## config.mk

```make
export PLATFORM = sky130hd
export DESIGN_NAME = tcw_ctrl
export DESIGN_NICKNAME = d
export VERILOG_FILES = /design/src/design/tcw_pkg.sv /design/src/design/tcw_ctrl.sv
export SDC_FILE = /design/constraint.sdc
export NUM_CORES = 1
export LEC_CHECK = 0
export BUFFER_PORTS_ARGS = -buffer_cell sky130_fd_sc_hd__buf_2
export CAP_MARGIN = 40
export CORE_AREA = 2 2 39 41
export DETAILED_ROUTE_END_ITERATION = 7
export DIE_AREA = 0 0 41 43
export GPL_TIMING_DRIVEN = 1
export PLACE_DENSITY = 0.6
export REMOVE_ABC_BUFFERS = 1
export SLEW_MARGIN = 20
export SYNTH_ARGS = -nofsm -noshare
export SYNTH_HDL_FRONTEND = slang
export SYNTH_SLANG_ARGS = --single-unit
```

## constraint.sdc

```tcl
create_clock -name clk -period 1.2 [get_ports clk]
set_input_delay 0.06 -clock clk [delete_from_list [all_inputs] [get_ports clk]]
set_output_delay 0.06 -clock clk [all_outputs]
set_load 0.05 [all_outputs]
```

## src/design/tcw_pkg.sv

```systemverilog
// tcw_pkg: shared widths, action and character codes, register indexes
// and the command/status structs between controller and datapath
// no dependencies
`default_nettype none

package tcw_pkg;

  localparam int ACTION_W   = 2;
  localparam int CHAR_W     = 8;
  localparam int ADDR_IN_W  = 11;
  localparam int COL_OUT_W  = 7;
  localparam int ROW_OUT_W  = 5;
  localparam int OFFSET_W   = 11;
  localparam int ATTR_W     = 8;
  localparam int COLOR_W    = 4;
  localparam int CELL_W     = 16;
  localparam int CFG_IDX_W  = 1;

  typedef logic [ACTION_W-1:0] action_t;

  localparam action_t ACT_PUT   = 2'd0;
  localparam action_t ACT_CLEAR = 2'd1;
  localparam action_t ACT_READ  = 2'd2;

  localparam logic [CHAR_W-1:0] CH_BS    = 8'h08;
  localparam logic [CHAR_W-1:0] CH_TAB   = 8'h09;
  localparam logic [CHAR_W-1:0] CH_LF    = 8'h0A;
  localparam logic [CHAR_W-1:0] CH_CR    = 8'h0D;
  localparam logic [CHAR_W-1:0] CH_SPACE = 8'h20;

  localparam logic [CFG_IDX_W-1:0] CFG_BACKGROUND = 1'd0;
  localparam logic [CFG_IDX_W-1:0] CFG_FOREGROUND = 1'd1;

  localparam logic [COLOR_W-1:0] BG_RESET = 4'd0;
  localparam logic [COLOR_W-1:0] FG_RESET = 4'd7;

  typedef struct packed {
    logic load;
    logic exec;
    logic scan_clr;
    logic scan_blank;
    logic scan_inc;
    logic copy_rd;
    logic blank_wr;
    logic out_load;
  } dp_cmd_t;

  typedef struct packed {
    action_t action;
    logic    scroll_req;
    logic    copy_last;
    logic    scan_last;
  } dp_sts_t;

endpackage

`default_nettype wire

```

## src/design/tcw_ctrl.sv

```systemverilog
// tcw_ctrl: sequencing state machine of the console writer
// depends on tcw_pkg; drives tcw_datapath through dp_cmd_t
`default_nettype none

module tcw_ctrl (
  input  wire logic             clk,
  input  wire logic             rst_n,
  input  wire logic             in_valid,
  output logic                  in_ready,
  output logic                  out_valid,
  input  wire logic             out_ready,
  input  wire tcw_pkg::dp_sts_t sts,
  output tcw_pkg::dp_cmd_t      cmd
);
  import tcw_pkg::*;

  localparam logic [2:0] S_IDLE  = 3'd0;
  localparam logic [2:0] S_EXEC  = 3'd1;
  localparam logic [2:0] S_COPY  = 3'd2;
  localparam logic [2:0] S_DRAIN = 3'd3;
  localparam logic [2:0] S_BLANK = 3'd4;
  localparam logic [2:0] S_CLEAR = 3'd5;
  localparam logic [2:0] S_DONE  = 3'd6;

  logic [2:0] state_r, state_nxt;
  logic       out_valid_r, out_valid_nxt;
  logic       out_free;

  assign out_free  = !out_valid_r || out_ready;
  assign out_valid = out_valid_r;
  assign in_ready  = (state_r == S_IDLE);

  always_comb begin
    state_nxt = state_r;
    cmd       = '0;
    unique case (state_r)
      S_IDLE: begin
        if (in_valid) begin
          cmd.load  = 1'b1;
          state_nxt = S_EXEC;
        end
      end
      S_EXEC: begin
        cmd.exec     = 1'b1;
        cmd.scan_clr = 1'b1;
        if (sts.action == ACT_PUT && sts.scroll_req) begin
          state_nxt = S_COPY;
        end else if (sts.action == ACT_CLEAR) begin
          state_nxt = S_CLEAR;
        end else begin
          state_nxt = S_DONE;
        end
      end
      S_COPY: begin
        cmd.copy_rd  = 1'b1;
        cmd.scan_inc = 1'b1;
        if (sts.copy_last) state_nxt = S_DRAIN;
      end
      S_DRAIN: begin
        // last row copy lands this cycle
        cmd.scan_blank = 1'b1;
        state_nxt      = S_BLANK;
      end
      S_BLANK, S_CLEAR: begin
        cmd.blank_wr = 1'b1;
        cmd.scan_inc = 1'b1;
        if (sts.scan_last) state_nxt = S_DONE;
      end
      S_DONE: begin
        if (out_free) begin
          cmd.out_load = 1'b1;
          state_nxt    = S_IDLE;
        end
      end
      default: state_nxt = S_IDLE;
    endcase
  end

  always_comb begin
    out_valid_nxt = out_valid_r;
    if (cmd.out_load) begin
      out_valid_nxt = 1'b1;
    end else if (out_ready) begin
      out_valid_nxt = 1'b0;
    end
  end

  always_ff @(posedge clk) begin
    if (!rst_n) begin
      state_r     <= S_IDLE;
      out_valid_r <= 1'b0;
    end else begin
      state_r     <= state_nxt;
      out_valid_r <= out_valid_nxt;
    end
  end

endmodule

`default_nettype wire

```

# Yosys cells after proc, flatten, opt, wreduce, memory -nomap -nowiden
# Cells that the tools add are included.
[totals]
register_bits = 4
in_bits = 9
out_inout_bits = 10
elab_cells = 40
[op_classes]
eq_ne = 11
muxes = 18
reduce_logical = 9
[ops]
columns = ["operator", "n"]
rows = [
  ["$pmux 3 s6", 1],
  ["$mux 3", 5],
  ["$mux 1", 10],
  ["$eq 3x3->1 const B", 3],
  ["$ne 2x2->1 const B", 4],
  ["$eq 3x2->1 const B", 2],
  ["$mux 2", 2],
  ["$reduce_and 4->1", 1],
  ["$eq 3x1->1 const B", 1],
  ["$logic_not 3->1", 1],
  ["$reduce_or 3->1", 1],
  ["$eq 2x1->1 const B", 1],
  ["$logic_not 2->1", 1],
  ["$reduce_bool 2->1", 1],
  ["$reduce_or 2->1", 1],
  ["$logic_and 1x1->1", 1],
  ["$logic_not 1->1", 1],
  ["$logic_or 1x1->1", 1],
]

# Depth between registers and ports, before layout
# Gate-level depths: netlist of the first run.
[logic_depth]
ltp_word = 5
ltp_mapped = 4

# Least setup slack after synthesis of the first run
# OpenSTA, ideal clock, no wires.
[synth_timing]
path_type = "register to output"
from = "reg state_r[1]"
to = "out cmd[3] (netlist name)"
t_arrival_ns = 2.196
required_time_ns = 1.140
slack_ns = -1.056
path_stages_with_launch = 4
cell_sequence = "dfxtp_1 buf_2 nor3b_1 or2_1"
[synth_lines]
columns = ["element", "line", "text"]
rows = [
  ["start, declared", "tcw_ctrl.sv:25", "logic [2:0] state_r, state_nxt;"],
  ["start signal, assigned", "tcw_ctrl.sv:93", "state_r <= state_nxt;"],
  ["end, declared", "tcw_ctrl.sv:13", "output tcw_pkg::dp_cmd_t cmd"],
]

==> results by group, run 1 <==
Yosys
  – Combinational family with the most area after synthesis: simple AND/OR/NAND/NOR gates
  – Simple-gate share of the synthesized area: between 30% and 40%
  – Post-Synth Adder-Cell Area: 0%
  – Number of synthesized register bits: 4
  – Synthesized area: 298 sq um
  – Syn Inst Count: 40
  – Seq/Total Area, Yosys: 26.9%
  – Synth cell types: 22
  – Complex-gate fraction of the synthesized area: 19.3%
  – Synth warn: 0
  – XOR/XNOR Fraction of Synth Area: 0%
  – Proportion of synthesized area in mux cells: 0%
  – Syn avg cell area: between 7 and 8 sq um

Finish
  – Ant diodes: 0
  – Final Instance Area: ~550 sq um
  – Nets@finish: 75
  – Synthesis-to-finish area growth: 85.7%
  – Most frequent cells in the layout: buf_2 (12), buf_6 (9), buf_4 (4)
  – Layout cell share with drive strength beyond 1: between 50% and 60%
  – Fin cells: 80
  – Most common cell after layout, fill and taps aside: buf_2

Min path
  – HP Class: input port to flip-flop

Placement
  – DPL Wire Length: ~540 microns
  – Post-DP Area: 400 sq um
  – GPL Wtd Cong: around 0.75
  – Placed cells: 72
  – IO buf count: 18

Drt
  – DRC Markers: 0
  – DRT Pass-1 Iters: 1
  – First DRT Iteration DRCs: 0
  – Detail Route Antenna Nets: 0
  – Routed vias: 370
  – Via-to-Cell Ratio: 4.63
  – Routed WL: slightly above 800 microns
  – Post-DR wirelength/cell: 10.4 microns

Clocking
  – TritonCTS Buffers: 3
  – CTS max path bufs: 2
  – Clock sink count: 4
  – CTS Hold Bufs: 0
  – Clk pin slew, worst setup/hold paths: 40 ps
  – CTS tree: yes
  – Worst skew pair latency: ~240 ps
  – CTS Root Cell: clkbuf_4
  – CTS H-tree lvls: 1

Worst setup path
  – Slowest-stage cell, CP: dfxtp_4
  – CP delay by family, top: flip-flops
  – Crit Path Class: flip-flop to primary output
  – CP Launch Type: flip-flop
  – Crit Path Max Fanout: 7
  – CP bufs+invs: 2
  – Crit-path cells: buf_6 -> nor3b_4 -> buf_6
  – Crit end category: primary output
  – Critical Path Most Common Cell: buf_6
  – Highest cell delay on the worst timing path: 360 ps
  – Critical Path RT: between 1000 and 1500 ps
  – Critical Path AT: 1160 ps

Power
  – Switching Share: 47.2%
  – Int Power: between 0.0005 and 0.0006 W
  – Switching Power: 0.000457 W
  – Pwr dens: 1750 nW/um^2
  – Sequential power share: 21.4%
  – LEAKAGE: 0.250 nW
  – Pwr Total: 0.000969 W
  – Comb pwr share: 61.0%
  – Clock Power Share: approximately 18%
  – Worst VDD drop: 0.692 mV

Die
  – Die footprint: around 1800 sq um
  – Ports: 19
  – Num rows: 14
  – Die width: 41 microns
  – Die height: 43 microns
  – Initial Util: 21.5%
  – Core ar.: 1380 sq um

Timing
  – Final WS setup: -21.7 ps
  – Highest clock rate: 819 MHz
  – Final critical-path required period: approximately 1200 ps
  – Layout Skew: 5.59 ps
  – Setup repair after global routing missed its margin: true
  – # setup viols final: 2
  – Fin crit share: 102%
  – Max Slew Vio Count: 0
  – Least-Margin Pin Slew: 263 ps
  – Fin. Hold Viols: 0
  – Slew HR: 82.4%

Global route
  – First-pass GRT wire length: 1300 microns
  – Initial antenna violation count: 0
  – Largest net degree at the start of global routing: 10
  – Vias in the first global route: around 330
  – Gr ovfl total: 0
  – Global-route usage over all layers: 11.2%

Run status
  – Status: finished, violations left
  – Failing checks: negative setup slack

Run
  – Max-cap violation count: 0
## synth_stat cells
cell / n / area, sq um
or2_1: 1 / 6.26
nor3b_2: 1 / 12.5
nor2_1: 3 / 11.3
dfxtp_1: 4 / 80.1
nand2b_1: 1 / 6.26
a2bb2oi_1: 1 / 8.76
o21ai_0: 1 / 5.00
nand2_1: 3 / 11.3
nor3_1: 2 / 10.0
nor2b_1: 2 / 12.5
o32ai_1: 1 / 8.76
a21oi_1: 1 / 5.00
o21a_1: 1 / 7.51
buf_4: 2 / 15.0
buf_2: 3 / 15.0
a31oi_1: 2 / 12.5
and2_1: 1 / 6.26
nor4bb_1: 1 / 10.0
inv_1: 3 / 11.3
o21ai_1: 2 / 10.0
or4b_1: 1 / 10.0
nor3b_1: 3 / 22.5
## power by group through the flow
stage / Combinational, W / Clock (W) / Sequential [W]
after CTS: 0.000540 / 0.000178 / 0.000203
after detailed placement: 0.000451 / 0 / 0.000195
after floorplan: 0.000322 / 0 / 0.000200
after global routing: 0.000627 / 0.000197 / 0.000213
after global placement: 0.000450 / 0 / 0.000194
final: 0.000591 / 0.000170 / 0.000207
## metal layers
layer / up-vias / share of wire (%) / GRT usage [%]
met5: - / 0 / 0
li1: 189 / - / -
met3: 0 / 8.0 / 7.85
met1: 166 / 41 / 12.2
met2: 15 / 51 / 17.5
met4: 0 / 0 / 2.00
## state kept, by name, indices dropped and copies added, names as in the netlist
signal	cells
out_valid	1
state_r	3
## cell type report
class                           count  area [sq um]
Fill cell                         147           831
Inverter                            3          11.3
Timing Repair Buffer               26           195
Clock buffer                        3          22.5
Sequential cell                     4          91.3
Multi-Input combinational cell     28           213
Tap cell                           16          20.0
## logic make-up (layout without fill, tap and decap cells)
group / after synthesis / count (layout)
simple gates: 19 / 19
compound gates: 9 / 9
flops: 4 / 4
buf+inv: 8 / 32
## worst reg2reg max path, stage by stage (launching register included)
cell	delay (ps)
dfxtp_4	360
or4b_1	540
a21oi_2	130
nor2_1	40
## through the flow
step	hold WS [ps]	setup slack (ps)	TNS, ps	utilization, %
global placement	323	35.3	0	28.9
finish	72.9	-21.7	-43.2	40.0
CTS	74.0	-20.1	-45.5	36.1
detailed placement	324	-13.5	-13.5	28.9
global route	89.5	-83.3	-313	40.0
floorplan	178	-1050	-6290	-
## final timing paths
kind	startpoint	slack (ps)	depth (start not counted)	endpoint
max reg2reg	state_r[1]$_SDFFE_PN0P_	10	3	state_r[2]$_SDFFE_PN0P_
min	rst_n	70	2	out_valid$_SDFFE_PN0P_
max	state_r[1]$_SDFFE_PN0P_	-20	3	cmd[5]
min reg2reg	state_r[1]$_SDFFE_PN0P_	500	1	state_r[0]$_SDFFE_PN0P_
## repair_timing
item	4_1_cts	5_1_grt
setup buffers	2	3
pin swaps	1	4
endpoints found under the setup margin	10	8
gates resized for setup	21	7
Power figures use the tool's default switching activity.
==> inputs of run 2 (changes only) <==
--- a/config.mk
+++ b/config.mk
@@ -8,6 +8,7 @@
 export BUFFER_PORTS_ARGS = -buffer_cell sky130_fd_sc_hd__buf_2
 export CAP_MARGIN = 40
 export CORE_AREA = 2 2 39 41
+export CTS_BUF_LIST = sky130_fd_sc_hd__clkbuf_16
 export DETAILED_ROUTE_END_ITERATION = 7
 export DIE_AREA = 0 0 41 43
 export GPL_TIMING_DRIVEN = 1
==> results by group, run 2 (same netlist as run 1, synthesis figures left out) <==
Run status
  – Status: finished, violations left
  – Failing checks: negative setup slack

Timing
  – Fin. Hold Viols: 0
  – Final WS setup: -10.8 ps
  – Least-Margin Pin Slew: approximately 260 ps
  – # setup viols final: 2
  – Fin Setup TNS: -21.3 ps
  – Final critical-path required period: 1210 ps
  – Layout Skew: just under 4 ps
  – Setup repair after global routing missed its margin: true
  – Slew HR: between 80% and 90%
  – Fin crit share: 101%
  – Highest clock rate: just over 800 MHz
  – Max Slew Vio Count: 0

Drt
  – DRC Markers: 0
  – Via-to-Cell Ratio: 4.47
  – Detail Route Antenna Nets: 0
  – DRT Pass-1 Iters: 1
  – First DRT Iteration DRCs: 0
  – Post-DR wirelength/cell: 10.7 microns
  – Routed vias: 344
  – Routed WL: 825 microns

Worst setup path
  – Slowest-stage cell, CP: dfxtp_4
  – Critical Path RT: 1140 ps
  – Highest cell delay on the worst timing path: 350 ps
  – CP bufs+invs: 2
  – CP Launch Type: flip-flop
  – Critical Path Most Common Cell: buf_6
  – Crit Path Max Fanout: 6
  – Critical Path AT: 1150 ps
  – Crit-path cells: buf_6 -> nor3b_4 -> buf_6
  – Crit end category: primary output
  – CP delay by family, top: flip-flops
  – Crit Path Class: flip-flop to primary output

Finish
  – Most frequent cells in the layout: buf_2 (12), buf_6 (8)
  – Synthesis-to-finish area growth: 95.8%
  – Layout cell share with drive strength beyond 1: 57.4%
  – Nets@finish: 72
  – Number of flip-flops in the largest register: 3
  – Final Instance Area: between 500 and 600 sq um
  – Register name with the most flops: state_r
  – Most common cell after layout, fill and taps aside: buf_2
  – Ant diodes: 0

Clocking
  – TritonCTS Buffers: 3
  – CTS H-tree lvls: 1
  – Clk pin slew, worst setup/hold paths: 30 ps
  – Clock sink count: 4
  – CTS tree: yes
  – Worst skew pair latency: roughly 230 ps
  – CTS Root Cell: clkbuf_16
  – CTS max path bufs: 2

Power
  – Pwr Total: 0.00129 W
  – LEAKAGE: between 0.2 and 0.3 nW
  – Pwr dens: 2210 nW/um^2
  – Worst VDD drop: 1.12 mV

Die
  – Die footprint: 1760 sq um
  – Ports: 19
  – Num rows: 14
  – Die width: 41 microns
  – Die height: 43 microns
  – Core ar.: 1380 sq um
  – Initial Util: 21.5%

Run
  – Max-cap violation count: 0

Placement
  – Post-DP Area: 400 sq um
  – IO buf count: 18
  – DPL Wire Length: 542 microns
  – GPL Wtd Cong: 0.748

Global route
  – Vias in the first global route: 337
  – Global-route usage over all layers: 11.8%
  – Largest net degree at the start of global routing: 10
  – Gr ovfl total: 0
  – Initial antenna violation count: 0
  – First-pass GRT wire length: 1320 microns

Min path
  – HP Class: input port to flip-flop
## run 2: cell types whose count changed in the layout (fill, tap and decap cells not counted)
cell	change
clkbuf_4	-3
or4b_4	+1
buf_4	-2
clkbuf_16	+3
buf_6	-1
or4b_1	-1
## run 2: stage by stage
stage	util, %	instances	worst slack, ps	hold WS [ps]
after CTS	39.6	77	-2.77	90.7
final	42.1	77	-10.8	86.7
after floorplan	-	35	-1050	178
after detailed placement	28.9	72	-13.5	324
after global routing	42.1	77	-66.1	111
after global placement	28.9	72	35.3	323
## run 2: path summary, 6_finish.rpt
kind,startpoint,endpoint,slack [ps],depth (start not counted)
setup / recovery,state_r[2]$_SDFFE_PN0P_,cmd[5],-10,3
setup reg to reg,state_r[1]$_SDFFE_PN0P_,state_r[2]$_SDFFE_PN0P_,80,3
hold / removal,rst_n,out_valid$_SDFFE_PN0P_,90,2
hold reg to reg,state_r[1]$_SDFFE_PN0P_,state_r[0]$_SDFFE_PN0P_,510,1
## run 2: timing repair
action,in CTS,in global routing
resized for setup,20,8
buffers inserted,2,0
setup endpoints to repair,8,8
pin swaps,1,2
hold buffers,0,0
gates cloned,0,0
## run 2: metal layers
metal / part of all wire [%] / GRT usage [%] / up-vias / routed length (microns)
met5: 0 / 0 / - / 0
met4: 1.7 / 6.00 / 0 / 14
li1: - / - / 179 / -
met2: 51 / 18.1 / 14 / 419
met1: 38 / 11.6 / 149 / 313
met3: 9.5 / 7.85 / 2 / 78
## run 2: where the power goes
group	internal (W)	leakage [nW]	switching [W]	total (W)
registers	0.000164	0.0348	0.0000456	0.000209
clock network	0.000426	0.0370	0.0000972	0.000523
logic	0.000211	0.187	0.000346	0.000557
## run 2: cell type report
| cell class | count | area [sq um] |
|---|---|---|
| Timing Repair Buffer | 23 | 169 |
| Fill cell | 143 | 801 |
| Multi-Input combinational cell | 28 | 216 |
| Tap cell | 16 | 20.0 |
| Clock buffer | 3 | 75.1 |
| Inverter | 3 | 11.3 |
| Sequential cell | 4 | 91.3 |
## run 2: worst reg2reg max path: cells and delay by family (launching register included)
kind	cells	cell delay (ps)
AND/OR/NAND/NOR	2	520
flip-flops	1	360
AO/OA/AOI/OAI	1	130
==> inputs of run 3 (changes only) <==
--- a/config.mk
+++ b/config.mk
@@ -9,10 +9,11 @@
 export CAP_MARGIN = 40
 export CORE_AREA = 2 2 39 41
 export CTS_BUF_LIST = sky130_fd_sc_hd__clkbuf_16
+export CTS_CLUSTER_DIAMETER = 150
 export DETAILED_ROUTE_END_ITERATION = 7
 export DIE_AREA = 0 0 41 43
 export GPL_TIMING_DRIVEN = 1
-export PLACE_DENSITY = 0.6
+export PLACE_DENSITY = 0.59
 export REMOVE_ABC_BUFFERS = 1
 export SLEW_MARGIN = 20
 export SYNTH_ARGS = -nofsm -noshare
==> constraint.sdc (replaced) <==
create_clock -name clk -period 1.47 [get_ports clk]
set_input_delay 0.0735 -clock clk [delete_from_list [all_inputs] [get_ports clk]]
set_output_delay 0.0735 -clock clk [all_outputs]
set_load 0.05 [all_outputs]
==> results by group, run 3 (same netlist as run 1, synthesis figures left out) <==
Die
  – Ports: 19
  – Num rows: 14
  – Core ar.: 1380 sq um
  – Die width: 41 microns
  – Die footprint: 1760 sq um
  – Die height: 43 microns
  – Initial Util: 21.5%

Placement
  – DPL Wire Length: 490 microns
  – Placed cells: 69
  – IO buf count: 18
  – GPL Wtd Cong: 0.733

Timing
  – Least-Margin Pin Slew: 249 ps
  – Max Slew Vio Count: 0
  – Fin crit share: 91.6%
  – Layout Skew: 1.06 ps
  – Slew HR: roughly 83%
  – Fin. Hold Viols: 0
  – # setup viols final: 0
  – Setup repair after global routing missed its margin: false
  – Final critical-path required period: 1350 ps
  – Highest clock rate: 743 MHz

Worst setup path
  – Crit Path Class: flip-flop to primary output
  – Crit end category: primary output
  – Crit Path Max Fanout: 11
  – Crit-path cells: nor3b_1 -> or2_1 -> buf_2
  – CP Launch Type: flip-flop
  – Highest cell delay on the worst timing path: between 400 and 500 ps
  – Critical Path AT: 1270 ps
  – Slowest-stage cell, CP: dfxtp_2
  – Critical Path RT: around 1400 ps

Drt
  – First DRT Iteration DRCs: 1
  – Routed WL: 653 microns
  – DRT Pass-1 Iters: 3
  – Via-to-Cell Ratio: about 4.4
  – Detail Route Antenna Nets: 0
  – Post-DR wirelength/cell: 9.07 microns
  – DRC Markers: 0
  – Routed vias: 320

Finish
  – Nets@finish: 67
  – Fin cells: 72
  – Number of flip-flops in the largest register: 3
  – Register name with the most flops: state_r
  – Most common cell after layout, fill and taps aside: buf_2
  – Synthesis-to-finish area growth: 53.4%
  – Ant diodes: 0
  – Layout cell share with drive strength beyond 1: 44.6%

Global route
  – Vias in the first global route: 295
  – Global-route usage over all layers: 10.3%
  – Largest net degree at the start of global routing: 13
  – Initial antenna violation count: 0
  – First-pass GRT wire length: 1190 microns
  – Gr ovfl total: 0

Run
  – Max-cap violation count: 0

Power
  – Pwr dens: 2020 nW/um^2
  – LEAKAGE: 0.221 nW
  – Pwr Total: approximately 0.00092 W
  – Worst VDD drop: 0.509 mV

Clocking
  – Worst skew pair latency: about 220 ps
  – CTS tree: yes
  – CTS H-tree lvls: 1
  – Clk pin slew, worst setup/hold paths: 30 ps
  – CTS Root Cell: clkbuf_16
  – TritonCTS Buffers: 3
  – CTS max path bufs: 2
  – Clock sink count: 4

Min path
  – HP Class: input port to flip-flop

Run status
  – Status: completed
run 3: power by group:
group,total [W],internal (W),switching (W)
registers,0.000174,0.000131,0.0000432
clock network,0.000418,0.000347,0.0000712
logic,0.000330,0.0000894,0.000240
run 3: area by class of cell:
type	instances	area [sq um]
well taps	16	20.0
multi-input cells	28	176
fillers	154	927
flip-flops and latches	4	83.8
inverters	3	11.3
repair buffers	18	90.1
clock buffers	3	75.1
run 3: critical path, delay by kind of cell (launching register included):
kind | cells | cell delay (ps)
flip-flops | 1 | 410
AND/OR/NAND/NOR | 2 | 390
buffers and inverters | 1 | 250
run 3: worst paths after layout:
check | startpoint | depth (start not counted) | to | slack (ps)
worst min register to register | state_r[2]$_SDFFE_PN0P_ | 2 | state_r[1]$_SDFFE_PN0P_ | 570
worst max register to register | state_r[1]$_SDFFE_PN0P_ | 3 | state_r[2]$_SDFFE_PN0P_ | 270
worst min-delay path | rst_n | 2 | out_valid$_SDFFE_PN0P_ | 100
worst max-delay path | state_r[1]$_SDFFE_PN0P_ | 3 | cmd[3] | 120
run 3: through the flow:
| step | TNS, ps | cell area [sq um] | hold WS, ps | utilization, % | setup slack [ps] |
|---|---|---|---|---|---|
| 6_report | 0 | 457 | 102 | 33.0 | 123 |
| 5_1_grt | 0 | 457 | 114 | 33.0 | 42.0 |
| 4_1_cts | 0 | 453 | 105 | 32.7 | 12.7 |
| 3_5_place_dp | 0 | 378 | 328 | 27.3 | 231 |
| 3_3_place_gp | 0 | 378 | 333 | 27.3 | 245 |
| 2_1_floorplan | -3850 | 268 | 191 | - | -794 |
run 3: per-layer routing:
layer,part of all wire [%],global-route usage (%),up-vias,wire (microns)
li1,-,-,168,-
met5,0,0,-,0
met3,7.0,4.71,3,46
met1,46,12.9,135,299
met4,3.2,8.00,0,21
met2,43,12.8,14,284
run 3: timing repair:
action / CTS / global route
hold buffers: 0 / 0
endpoints found under the setup margin: 0 / 5
gates resized for setup: 0 / 3
hold endpoints to repair: 0 / 0
buffers inserted: 0 / 0
